--- src/rtl/assert_macros.svh ---
// Assertion macros used by the chain hash-reduce controller
`ifndef ASSERT_MACROS_SVH
`define ASSERT_MACROS_SVH

// Plain invariant, checked every clock outside reset
`define RCHR_ASSERT(name, cond, msg) \
    name: assert property (@(posedge clk) disable iff (!rst_n) (cond)) else $error(msg);

// Same-cycle implication
`define RCHR_ASSERT_IMP(name, ante, cons, msg) \
    name: assert property (@(posedge clk) disable iff (!rst_n) (ante) |-> (cons)) \
        else $error(msg);

// Next-cycle implication
`define RCHR_ASSERT_NXT(name, ante, cons, msg) \
    name: assert property (@(posedge clk) disable iff (!rst_n) (ante) |=> (cons)) \
        else $error(msg);

`endif

--- src/rtl/rchr_pkg.sv ---
// Package: types, constants and SHA-256 helpers for the chain hash-reduce block
`timescale 1ns / 1ps
`default_nettype none
package rchr_pkg;

    localparam int POINT_W = 64;
    localparam int COL_W   = 16;
    localparam int TBL_W   = 8;
    localparam int CNT_W   = 16;
    localparam int DOM_W   = 63;
    localparam int OFS_W   = TBL_W + CNT_W;
    localparam int CFG_IDX_W  = 2;
    localparam int CFG_DATA_W = 64;

    localparam logic [CFG_IDX_W-1:0] CFG_TABLE_NUMBER = 2'd0;
    localparam logic [CFG_IDX_W-1:0] CFG_COLUMN_COUNT = 2'd1;
    localparam logic [CFG_IDX_W-1:0] CFG_DOMAIN_SIZE  = 2'd2;

    localparam logic [TBL_W-1:0] TABLE_NUMBER_RST = 8'd0;
    localparam logic [CNT_W-1:0] COLUMN_COUNT_RST = 16'd1000;
    localparam logic [DOM_W-1:0] DOMAIN_SIZE_RST  = 63'd1000000;

    localparam logic [31:0] IV0 = 32'h6a09e667;
    localparam logic [31:0] IV1 = 32'hbb67ae85;
    localparam logic [31:0] IV2 = 32'h3c6ef372;
    localparam logic [31:0] IV3 = 32'ha54ff53a;
    localparam logic [31:0] IV4 = 32'h510e527f;
    localparam logic [31:0] IV5 = 32'h9b05688c;
    localparam logic [31:0] IV6 = 32'h1f83d9ab;
    localparam logic [31:0] IV7 = 32'h5be0cd19;

    // Padding words for an 8-byte message
    localparam logic [31:0] PAD_WORD = 32'h80000000;
    localparam logic [31:0] LEN_WORD = 32'h00000040;

    typedef struct packed {
        logic load;
        logic sha_init;
        logic sha_round;
        logic sum;
        logic div_step;
        logic col_next;
        logic emit;
    } cmd_t;

    typedef struct packed {
        logic col_done;
        logic round_last;
        logic div_last;
    } status_t;

    function automatic logic [31:0] ror32(input logic [31:0] v, input int n);
        ror32 = (v >> n) | (v << (32 - n));
    endfunction

    function automatic logic [31:0] bswap32(input logic [31:0] v);
        bswap32 = {v[7:0], v[15:8], v[23:16], v[31:24]};
    endfunction

    function automatic logic [31:0] sha_k(input logic [5:0] i);
        logic [31:0] k;
        case (i)
            6'd0:  k = 32'h428a2f98;  6'd1:  k = 32'h71374491;
            6'd2:  k = 32'hb5c0fbcf;  6'd3:  k = 32'he9b5dba5;
            6'd4:  k = 32'h3956c25b;  6'd5:  k = 32'h59f111f1;
            6'd6:  k = 32'h923f82a4;  6'd7:  k = 32'hab1c5ed5;
            6'd8:  k = 32'hd807aa98;  6'd9:  k = 32'h12835b01;
            6'd10: k = 32'h243185be;  6'd11: k = 32'h550c7dc3;
            6'd12: k = 32'h72be5d74;  6'd13: k = 32'h80deb1fe;
            6'd14: k = 32'h9bdc06a7;  6'd15: k = 32'hc19bf174;
            6'd16: k = 32'he49b69c1;  6'd17: k = 32'hefbe4786;
            6'd18: k = 32'h0fc19dc6;  6'd19: k = 32'h240ca1cc;
            6'd20: k = 32'h2de92c6f;  6'd21: k = 32'h4a7484aa;
            6'd22: k = 32'h5cb0a9dc;  6'd23: k = 32'h76f988da;
            6'd24: k = 32'h983e5152;  6'd25: k = 32'ha831c66d;
            6'd26: k = 32'hb00327c8;  6'd27: k = 32'hbf597fc7;
            6'd28: k = 32'hc6e00bf3;  6'd29: k = 32'hd5a79147;
            6'd30: k = 32'h06ca6351;  6'd31: k = 32'h14292967;
            6'd32: k = 32'h27b70a85;  6'd33: k = 32'h2e1b2138;
            6'd34: k = 32'h4d2c6dfc;  6'd35: k = 32'h53380d13;
            6'd36: k = 32'h650a7354;  6'd37: k = 32'h766a0abb;
            6'd38: k = 32'h81c2c92e;  6'd39: k = 32'h92722c85;
            6'd40: k = 32'ha2bfe8a1;  6'd41: k = 32'ha81a664b;
            6'd42: k = 32'hc24b8b70;  6'd43: k = 32'hc76c51a3;
            6'd44: k = 32'hd192e819;  6'd45: k = 32'hd6990624;
            6'd46: k = 32'hf40e3585;  6'd47: k = 32'h106aa070;
            6'd48: k = 32'h19a4c116;  6'd49: k = 32'h1e376c08;
            6'd50: k = 32'h2748774c;  6'd51: k = 32'h34b0bcb5;
            6'd52: k = 32'h391c0cb3;  6'd53: k = 32'h4ed8aa4a;
            6'd54: k = 32'h5b9cca4f;  6'd55: k = 32'h682e6ff3;
            6'd56: k = 32'h748f82ee;  6'd57: k = 32'h78a5636f;
            6'd58: k = 32'h84c87814;  6'd59: k = 32'h8cc70208;
            6'd60: k = 32'h90befffa;  6'd61: k = 32'ha4506ceb;
            6'd62: k = 32'hbef9a3f7;  6'd63: k = 32'hc67178f2;
            default: k = 32'h0;
        endcase
        sha_k = k;
    endfunction

endpackage
`default_nettype wire

--- src/rtl/rainbow_chain_hash_reduce.sv ---
// Top level: rainbow chain slice with SHA-256 hashing and column-dependent reduction
`timescale 1ns / 1ps
`default_nettype none
// Takes one word (start point, column range) at a time and returns one end point.
// Each column runs a set-up step, 64 SHA-256 rounds on a single round unit, one
// reduction add, 64 steps of a bit-serial restoring modulo and an update step.
// The result is registered once the output is free, and the controller then
// returns to idle to take the next word; an empty range passes the point
// straight through.
// The next word is taken while the previous result still waits on the output.
module rainbow_chain_hash_reduce (
    input  wire logic                             clk,
    input  wire logic                             rst_n,
    input  wire logic                             cfg_valid,
    output logic                                  cfg_ready,
    input  wire logic [rchr_pkg::CFG_IDX_W-1:0]    cfg_index,
    input  wire logic [rchr_pkg::CFG_DATA_W-1:0]   cfg_data,
    input  wire logic                             in_valid,
    output logic                                  in_ready,
    input  wire logic [rchr_pkg::POINT_W-1:0]     start_point,
    input  wire logic [rchr_pkg::COL_W-1:0]       first_column,
    input  wire logic [rchr_pkg::COL_W-1:0]       stop_column,
    output logic                                  out_valid,
    input  wire logic                             out_ready,
    output logic [rchr_pkg::POINT_W-1:0]          end_point
);
    import rchr_pkg::*;

    cmd_t    cmd;
    status_t status;

    assign cfg_ready = 1'b1;

    rchr_ctrl u_ctrl (
        .clk       (clk),
        .rst_n     (rst_n),
        .in_valid  (in_valid),
        .in_ready  (in_ready),
        .out_valid (out_valid),
        .out_ready (out_ready),
        .status    (status),
        .cmd       (cmd)
    );

    rchr_dp u_dp (
        .clk          (clk),
        .rst_n        (rst_n),
        .cfg_valid    (cfg_valid),
        .cfg_index    (cfg_index),
        .cfg_data     (cfg_data),
        .start_point  (start_point),
        .first_column (first_column),
        .stop_column  (stop_column),
        .cmd          (cmd),
        .status       (status),
        .end_point    (end_point)
    );

endmodule
`default_nettype wire

--- src/rtl/rchr_dp.sv ---
// Datapath: config registers, SHA-256 round unit, reduction adder and serial modulo
`timescale 1ns / 1ps
`default_nettype none
module rchr_dp (
    input  wire logic                           clk,
    input  wire logic                           rst_n,
    input  wire logic                           cfg_valid,
    input  wire logic [rchr_pkg::CFG_IDX_W-1:0]  cfg_index,
    input  wire logic [rchr_pkg::CFG_DATA_W-1:0] cfg_data,
    input  wire logic [rchr_pkg::POINT_W-1:0]   start_point,
    input  wire logic [rchr_pkg::COL_W-1:0]     first_column,
    input  wire logic [rchr_pkg::COL_W-1:0]     stop_column,
    input  wire rchr_pkg::cmd_t                 cmd,
    output rchr_pkg::status_t                   status,
    output logic [rchr_pkg::POINT_W-1:0]        end_point
);
    import rchr_pkg::*;

    logic [TBL_W-1:0]   table_number_reg;
    logic [CNT_W-1:0]   column_count_reg;
    logic [DOM_W-1:0]   domain_size_reg;

    logic [POINT_W-1:0] p_reg;
    logic [COL_W-1:0]   col_reg;
    logic [COL_W-1:0]   stop_reg;
    logic [POINT_W-1:0] end_point_reg;

    logic [31:0] a_reg, b_reg, c_reg, d_reg, e_reg, f_reg, g_reg, h_reg;
    logic [31:0] win_reg [16];
    logic [5:0]  round_reg;

    logic [POINT_W-1:0] x_reg;
    // x_reg is shifted empty by the divider, so the zero-modulus case keeps its own copy
    logic [POINT_W-1:0] xs_reg;
    logic [DOM_W-1:0]   rem_reg;
    logic [5:0]         div_cnt_reg;

    logic [31:0] t1, t2, w_next, sig0, sig1;
    logic [OFS_W-1:0]   offset;
    logic [POINT_W-1:0] digest, x_next;
    logic [POINT_W-1:0] trial, diff;
    logic [DOM_W-1:0]   rem_next;

    always_ff @(posedge clk or negedge rst_n)
    begin
        if (!rst_n)
        begin
            table_number_reg <= TABLE_NUMBER_RST;
            column_count_reg <= COLUMN_COUNT_RST;
            domain_size_reg  <= DOMAIN_SIZE_RST;
        end
        else if (cfg_valid)
        begin
            case (cfg_index)
                CFG_TABLE_NUMBER: table_number_reg <= cfg_data[TBL_W-1:0];
                CFG_COLUMN_COUNT: column_count_reg <= cfg_data[CNT_W-1:0];
                CFG_DOMAIN_SIZE:  domain_size_reg  <= cfg_data[DOM_W-1:0];
                default: ;
            endcase
        end
    end

    always_comb
    begin
        t1 = h_reg + (ror32(e_reg, 6) ^ ror32(e_reg, 11) ^ ror32(e_reg, 25))
           + ((e_reg & f_reg) ^ (~e_reg & g_reg)) + sha_k(round_reg) + win_reg[0];
        t2 = (ror32(a_reg, 2) ^ ror32(a_reg, 13) ^ ror32(a_reg, 22))
           + ((a_reg & b_reg) ^ (a_reg & c_reg) ^ (b_reg & c_reg));
        sig0 = ror32(win_reg[1], 7) ^ ror32(win_reg[1], 18) ^ (win_reg[1] >> 3);
        sig1 = ror32(win_reg[14], 17) ^ ror32(win_reg[14], 19) ^ (win_reg[14] >> 10);
        w_next = win_reg[0] + sig0 + win_reg[9] + sig1;
    end

    // Digest bytes 8..15 read as a little-endian word
    assign digest = {bswap32(IV3 + d_reg), bswap32(IV2 + c_reg)};
    assign offset = OFS_W'(table_number_reg) * OFS_W'(column_count_reg);
    assign x_next = digest + POINT_W'(col_reg) + POINT_W'(offset);

    assign trial    = {rem_reg, x_reg[POINT_W-1]};
    assign diff     = trial - POINT_W'(domain_size_reg);
    assign rem_next = (trial >= POINT_W'(domain_size_reg)) ? diff[DOM_W-1:0]
                                                           : trial[DOM_W-1:0];

    always_ff @(posedge clk)
    begin
        if (cmd.load)
        begin
            p_reg    <= start_point;
            col_reg  <= first_column;
            stop_reg <= stop_column;
        end
        if (cmd.sha_init)
        begin
            a_reg <= IV0; b_reg <= IV1; c_reg <= IV2; d_reg <= IV3;
            e_reg <= IV4; f_reg <= IV5; g_reg <= IV6; h_reg <= IV7;
            win_reg[0] <= bswap32(p_reg[31:0]);
            win_reg[1] <= bswap32(p_reg[63:32]);
            win_reg[2] <= PAD_WORD;
            for (int i = 3; i < 15; i++)
            begin
                win_reg[i] <= '0;
            end
            win_reg[15] <= LEN_WORD;
        end
        else if (cmd.sha_round)
        begin
            h_reg <= g_reg; g_reg <= f_reg; f_reg <= e_reg; e_reg <= d_reg + t1;
            d_reg <= c_reg; c_reg <= b_reg; b_reg <= a_reg; a_reg <= t1 + t2;
            for (int i = 0; i < 15; i++)
            begin
                win_reg[i] <= win_reg[i+1];
            end
            win_reg[15] <= w_next;
        end
        if (cmd.sum)
        begin
            x_reg   <= x_next;
            xs_reg  <= x_next;
            rem_reg <= '0;
        end
        else if (cmd.div_step)
        begin
            x_reg   <= {x_reg[POINT_W-2:0], 1'b0};
            rem_reg <= rem_next;
        end
        if (cmd.col_next)
        begin
            // zero modulus: the wrapped sum is kept as is
            p_reg   <= (domain_size_reg == '0) ? xs_reg : POINT_W'(rem_reg);
            col_reg <= col_reg + 1'b1;
        end
        if (cmd.emit)
        begin
            end_point_reg <= p_reg;
        end
    end

    always_ff @(posedge clk or negedge rst_n)
    begin
        if (!rst_n)
        begin
            round_reg   <= '0;
            div_cnt_reg <= '0;
        end
        else
        begin
            if (cmd.sha_init)
                round_reg <= '0;
            else if (cmd.sha_round)
                round_reg <= round_reg + 1'b1;
            if (cmd.sum)
                div_cnt_reg <= '0;
            else if (cmd.div_step)
                div_cnt_reg <= div_cnt_reg + 1'b1;
        end
    end

    assign status.col_done   = (col_reg >= stop_reg);
    assign status.round_last = (round_reg == 6'd63);
    assign status.div_last   = (div_cnt_reg == 6'd63);
    assign end_point         = end_point_reg;

endmodule
`default_nettype wire

--- src/rtl/rchr_ctrl.sv ---
// Controller: sequences load, 64 rounds, reduction sum, serial modulo and result hand-off
`timescale 1ns / 1ps
`default_nettype none
`include "assert_macros.svh"
module rchr_ctrl (
    input  wire logic               clk,
    input  wire logic               rst_n,
    input  wire logic               in_valid,
    output logic                    in_ready,
    output logic                    out_valid,
    input  wire logic               out_ready,
    input  wire rchr_pkg::status_t  status,
    output rchr_pkg::cmd_t          cmd
);
    import rchr_pkg::*;

    typedef enum logic [2:0] {
        S_IDLE, S_CHECK, S_ROUND, S_SUM, S_DIV, S_NEXT, S_FINISH
    } state_t;

    state_t state_reg;
    logic   out_valid_reg;
    logic   out_free;

    assign out_free  = !out_valid_reg || out_ready;
    assign in_ready  = (state_reg == S_IDLE);
    assign out_valid = out_valid_reg;

    always_comb
    begin
        cmd           = '0;
        cmd.load      = (state_reg == S_IDLE) && in_valid;
        cmd.sha_init  = (state_reg == S_CHECK) && !status.col_done;
        cmd.sha_round = (state_reg == S_ROUND);
        cmd.sum       = (state_reg == S_SUM);
        cmd.div_step  = (state_reg == S_DIV);
        cmd.col_next  = (state_reg == S_NEXT);
        cmd.emit      = (state_reg == S_FINISH) && out_free;
    end

    always_ff @(posedge clk or negedge rst_n)
    begin
        if (!rst_n)
        begin
            state_reg     <= S_IDLE;
            out_valid_reg <= 1'b0;
        end
        else
        begin
            if (cmd.emit)
                out_valid_reg <= 1'b1;
            else if (out_ready)
                out_valid_reg <= 1'b0;
            case (state_reg)
                S_IDLE:   if (in_valid) state_reg <= S_CHECK;
                S_CHECK:  state_reg <= status.col_done ? S_FINISH : S_ROUND;
                S_ROUND:  if (status.round_last) state_reg <= S_SUM;
                S_SUM:    state_reg <= S_DIV;
                S_DIV:    if (status.div_last) state_reg <= S_NEXT;
                S_NEXT:   state_reg <= S_CHECK;
                S_FINISH: if (out_free) state_reg <= S_IDLE;
                default:  state_reg <= S_IDLE;
            endcase
        end
    end

    `RCHR_ASSERT(a_cmd_onehot, $onehot0(cmd), "more than one datapath command")
    `RCHR_ASSERT_IMP(a_emit_free, cmd.emit, !out_valid_reg || out_ready, "result overwritten")
    `RCHR_ASSERT_NXT(a_round_end, cmd.sha_round && status.round_last, state_reg == S_SUM,
                     "compression did not end after last round")
    `RCHR_ASSERT_NXT(a_accept, in_valid && in_ready, state_reg == S_CHECK,
                     "accepted word not started")

endmodule
`default_nettype wire
--- config.mk ---
export PLATFORM = sky130hd
export DESIGN_NAME = rainbow_chain_hash_reduce
export DESIGN_NICKNAME = d
export VERILOG_FILES = /design/src/rtl/rchr_pkg.sv /design/src/rtl/rainbow_chain_hash_reduce.sv /design/src/rtl/rchr_dp.sv /design/src/rtl/rchr_ctrl.sv
export VERILOG_INCLUDE_DIRS = /design/src /design/src/rtl
export SDC_FILE = /design/constraint.sdc
export NUM_CORES = 2
export LEC_CHECK = 0
export BUFFER_PORTS_ARGS = -buffer_cell sky130_fd_sc_hd__buf_2
export CAP_MARGIN = 0
export CORE_MARGIN = 2
export CORE_UTILIZATION = 39
export DETAILED_ROUTE_END_ITERATION = 8
export GPL_ROUTABILITY_DRIVEN = 0
export HOLD_SLACK_MARGIN = 0.08
export PLACE_DENSITY = 0.61
export RECOVER_POWER = 100
export SLEW_MARGIN = 20
export SYNTH_ARGS = -nofsm -noshare
export SYNTH_HDL_FRONTEND = slang
export SYNTH_SLANG_ARGS = --single-unit
--- constraint.sdc ---
create_clock -name clk -period 17.4 [get_ports clk]
set_clock_uncertainty 0.1 [all_clocks]
set_input_delay 3.48 -clock clk [delete_from_list [all_inputs] [get_ports clk]]
set_output_delay 3.48 -clock clk [all_outputs]
set_load 0.01 [all_outputs]
* Word level (Yosys, flattened, before mapping)
Memory sizes are Yosys's and may differ from the RTL's.
Index checks and enable logic that the tools add are counted.
** Storage, ports and cells
- Bits in registers :: 710
- RAM bits :: 512
- Memory bits (read-only) :: 2048
- Input bits :: 167
- Output and inout port bits :: 67
- Word-level logic and storage cells :: 160
- Memories kept :: 2
** Memory list
- (name not given) :: depth 64, bits a word 32, rd ports 1, clocked after Yosys merged registers in 0, wr ports 0, line rchr_pkg.sv:62 : case (i)
- u_dp.win_reg :: depth 16, bits a word 32, rd ports 16, clocked after Yosys merged registers in 0, wr ports 16, line rchr_dp.sv:29 : logic [31:0] win_reg [16];
** Operators by class
- Add/sub/neg operators :: 18
- $mul :: 1
- $lt $le $gt $ge :: 2
- Equal/unequal tests :: 14
- Multiplexer cells :: 41
- Bitwise logic cells :: 43
- Reductions and logical operators :: 17
** Operator list (number)
- $mux 32 :: 16
- $add 32x32->32 :: 10
- $mux 64 :: 5
- $xor 32x32->32 :: 9
- $and 32x32->32 :: 5
- $add 64x16->64 :: 1
- $add 64x24->64 :: 1
- $ge 64x63->1 :: 1
- $logic_not 63->1 :: 1
- $mux 63 :: 1
- $sub 63x63->63 :: 1
- $add 30x32->32 const A :: 1
- $add 32x32->32 const A :: 1
- $mux 16 :: 2
- $not 32->32 :: 1
- $or 10x32->32 :: 1
- $or 13x32->32 :: 1
- $or 14x32->32 :: 1
- $or 15x32->32 :: 1
- $or 19x32->32 :: 1
- $or 21x32->32 :: 1
- $or 25x32->32 :: 1
- $or 26x32->32 :: 1
- $or 30x32->32 :: 1
- other kinds (28) :: 71

* Longest topological paths before layout
- Depth after elaboration :: 8
- Depth in mapped cells :: 41
- Depth with buffers taken out :: 39

* Modules after synthesis
Synthesis repeated with hierarchy kept, for this count alone.
** Unflattened totals
- Cells, all modules :: 6962
- Area, all modules :: 73700.7 um2
** By module, submodules not included
- rchr_dp :: times used 1, cells each 6932, area each 73444.2 um2, sequential area each 32902.8 um2
- rchr_ctrl :: times used 1, cells each 28, area each 245.2 um2, sequential area each 100.1 um2
- rainbow_chain_hash_reduce :: times used 1, cells each 2, area each 11.3 um2, sequential area each 0.0 um2

* Worst setup path before layout
No wires, ideal clock.
- Path kind :: register -> register
- From :: register u_dp.col_reg[0]
- To :: memory u_dp.win_reg[0][0], enable pin
- Setup time :: 3.650 ns
- Arrival time :: 10.358 ns
- Required time :: 13.650 ns
- Setup slack :: 3.292 ns
- Stages on the path, launching flop included :: 14
- Path buffers :: 1
- Period minus slack after synthesis :: 14.108 ns
- Cell sequence :: edfxtp_1 > inv_1 > ha_1 > nand2b_1 > a21oi_1 > nor2b_1 > o21ai_0 > a21oi_1 > o21ai_0 > a21oi_1 > o21ai_0 > o2111ai_1 > clkbuf_1 > nand2_1
** RTL lines
- from (decl) :: line rchr_dp.sv:24 : logic [COL_W-1:0] col_reg;
- from (signal assigned) :: line rchr_dp.sv:89 : col_reg <= first_column;
- from (signal assigned) :: line rchr_dp.sv:130 : col_reg <= col_reg + 1'b1;
- to (decl) :: line rchr_dp.sv:29

* Worst setup path in the final report
- From :: register u_dp.col_reg[0]
- To :: register u_dp.a_reg[5]
** On the way
- Longest elaborated chain between the ends :: 3
** Ends and longest elaborated chain
- $ge 16x16->1 :: line rchr_dp.sv:158 : assign status.col_done = (col_reg >= stop_reg);
- $logic_not 1->1 :: line rchr_ctrl.sv:33 : cmd.sha_init = (state_reg == S_CHECK) && !status.col_done;
- $logic_and 1x1->1 :: line rchr_ctrl.sv:33
- to (signal assigned) :: line rchr_dp.sv:108 : d_reg <= c_reg; c_reg <= b_reg; b_reg <= a_reg; a_reg <= t1 + t2;
- to (decl) :: line rchr_dp.sv:28 : logic [31:0] a_reg, b_reg, c_reg, d_reg, e_reg, f_reg, g_reg, h_reg;
Every way passes these cells.
A chain may end at the register's enable or synchronous reset.

==> impl_metrics.ini <==
[run_status]
status = finished with violations
violations = max-capacitance violations, max-slew violations

[critical_path]
worst_setup_path_start_kind = flop
max_stage_delay_ps = 6180
crit_family = buffers and inverters
worstSetupEndpointType = flop
crit_path_max_fanout = 227
crit_type = reg -> reg
cp-startpoint = u_dp.col_reg[0]
r2r-start = u_dp.col_reg[0]
path_buf_inv = 3
crit_chain = inv_1, ha_1, nand2b_1, a21oi_1, nor2b_1, o21ai_0, a21oi_1, o21ai_0, a21oi_1, o21ai_0, o2111ai_4, clkbuf_1, clkbuf_1, o211ai_1
worst_ep_required_time_ps = 17640
crit_slowest_cell = clkbuf_1
cp.arrival_ps = 12640

[clock_tree]
cts_hold_buffers = 0
numClockSinks = 1222
clk-insertion-delay-late_ps = 800
cts-root-buf = clkbuf_16
path_clk_slew_ps = 60
cts_buffer_depth = 3
cts_tree = yes
htreeDepth = 4
cts_buffers = 133
postCtsResizedCells = 0
cts_setup_buffers = 0

[floorplanning]
io_pins = 234
core_mm2 = 0.1878
rows = 159
die_h_um = 438.5
die_area_mm2 = 0.1923
die_w_um = 438.5
initial_core_util_pct = 39.21

[grt]
overflow = 0
grt_pass1_wl_mm = 319.4
antenna_found_initial = 5
grt_usage_pct = 21.89
grt_pass1_vias = 51210
grt_start_max_net_pins = 228

[yosys]
avgSynthCellArea_um2 = 9.997
syn_area_mm2 = 0.07364
synth_edf_count = 800
yosys-top-cells-area = edfxtp_1 (33%), dfxtp_1 (8.7%), fa_1 (8.3%)
synthTopCellsByCount = nand2_1 (1102), edfxtp_1 (800), inv_1 (570)
post-synth-top-count-cell = nand2_1
async_flop_share_pct = 8.429
synth_top_area_cell = edfxtp_1
ys_seq_elements = 1222
synth_top_area_share_pct = 32.62
ys_warn_count = 0
synth_flop_cell = edfxtp_1
synth_nets = 8132
synthDistinctLibCells = 94
yosysSeqAreaShare_pct = 44.81
synth_cells = 7367

[route]
drt_pass1_iterations = 7
final_antenna_net_count = 0
detail_route.wl_per_cell_um = 21.56
drt_iter0_markers = 6150
vias = 53800
vias_per_cell = 5.407
routed_wl_mm = 214.5
drc = 0

[pwr]
ir_drop_mv = 0.3727
power.density_mw_per_mm2 = 142.5
leakage_uw = 0.03226

[timing]
setup_ws_ps = 4999
timing.final.hold_violations = 0
maxSlewViolCount = 2044
grt_setup_unrepaired = false
fin_crit_sh_pct = 71.27
tightest_slew_ps = 9138
finalSetupViolCount = 0
totalNegativeSetupSlack_ps = 0
timing.fmax_ghz = 0.08064
slew_headroom_pct = -509.2
hold-worst-slack_ps = 348.5
period_needed_ps = 12400

[cells_and_area]
largest_reg_flops = 512
fillers = 18020
drive_gt1_share_pct = 7.540
multi_input_area_mm2 = 0.03690
area_growth_pct = 9.754
seq_area_mm2 = 0.03301
final_nets = 8116

[flow_run]
maxCapViolCount = 25

[min_path]
hp-start = u_dp.p_reg[24]
min_path_type = reg -> reg

[placed_design]
dp_hpwl_mm = 159.9
portBuffers = 231
preCtsSetupSlack_ps = 6364
## report_power, final
| part | total [µW] | internal (µW) | switching (µW) |
|---|---|---|---|
| clock network | 2820 | 1580 | 1230 |
| registers | 3620 | 3390 | 221 |
| logic | 5080 | 2080 | 3000 |
| total | 11500 | 7060 | 4460 |
## through the flow
stage	std cells	util [%]	total power [µW]	area (µm²)
2_1_floorplan	7367	-	7346	73640
3_3_place_gp	9711	40.89	8616	76800
3_5_place_dp	9711	40.89	8696	76800
4_1_cts	9949	43.19	11530	81110
5_1_grt	9950	43.04	12320	80830
6_report	9950	43.04	11520	80830
## worst paths after layout
path,slack [ps],depth (start not counted),end
max,5000,14,u_dp.a_reg[5]
min,350,0,u_dp.end_point[24]
max reg2reg,5000,14,u_dp.a_reg[5]
min reg2reg,350,0,u_dp.end_point[24]
max in group asynchronous,9260,2,u_dp.domain_size_reg[39]
min in group asynchronous,3850,1,u_dp.round_reg[4]
## layout by cell type, fill, tap and decap left out, drive strengths merged, types with 177 or more instances in the layout
master,count
a21oi,437
and2,470
buf,177
clkbuf,282
dfxtp,319
edfxtp,800
fa,307
ha,291
inv,577
nand2,1102
nand3,181
nor2,331
o21ai,328
xnor2,357
## layer usage
| layer | GRT usage, % | share of wire [%] |
|---|---|---|
| met1 | 29.37 | 42 |
| met2 | 34.46 | 45 |
| met3 | 3.685 | 6.8 |
| met4 | 10.38 | 5.4 |
| met5 | 0 | 0.012 |
## cells by family (layout without fill, tap and decap cells)
| kind of cell | Yosys count | after routing | share of synthesized area [%] |
|---|---|---|---|
| adders and majority gates | 618 | 618 | 13.56 |
| AOI/OAI and AO/OA | 1313 | 1313 | 11.08 |
| muxes | 234 | 234 | 3.461 |
| xor gates and xnor gates | 531 | 531 | 6.315 |
| DFF | 1222 | 1222 | 44.81 |
| buffers and inverters | 998 | 1085 | 5.104 |
| other | 1 | 2 | 0.005092 |
| and+or+nand+nor | 2450 | 2450 | 15.66 |
## final cells by class
type	count	share of cell area [%]
Inverter	573	2.663
Multi-Input combinational cell	5147	45.66
Timing Repair Buffer	274	1.636
Sequential cell	1222	40.84
Clock inverter	53	0.8096
Tap cell	2495	3.862
Clock buffer	185	4.531
Antenna cell	1	0.003096
Note: power is estimated with default switching activity, not from simulation.
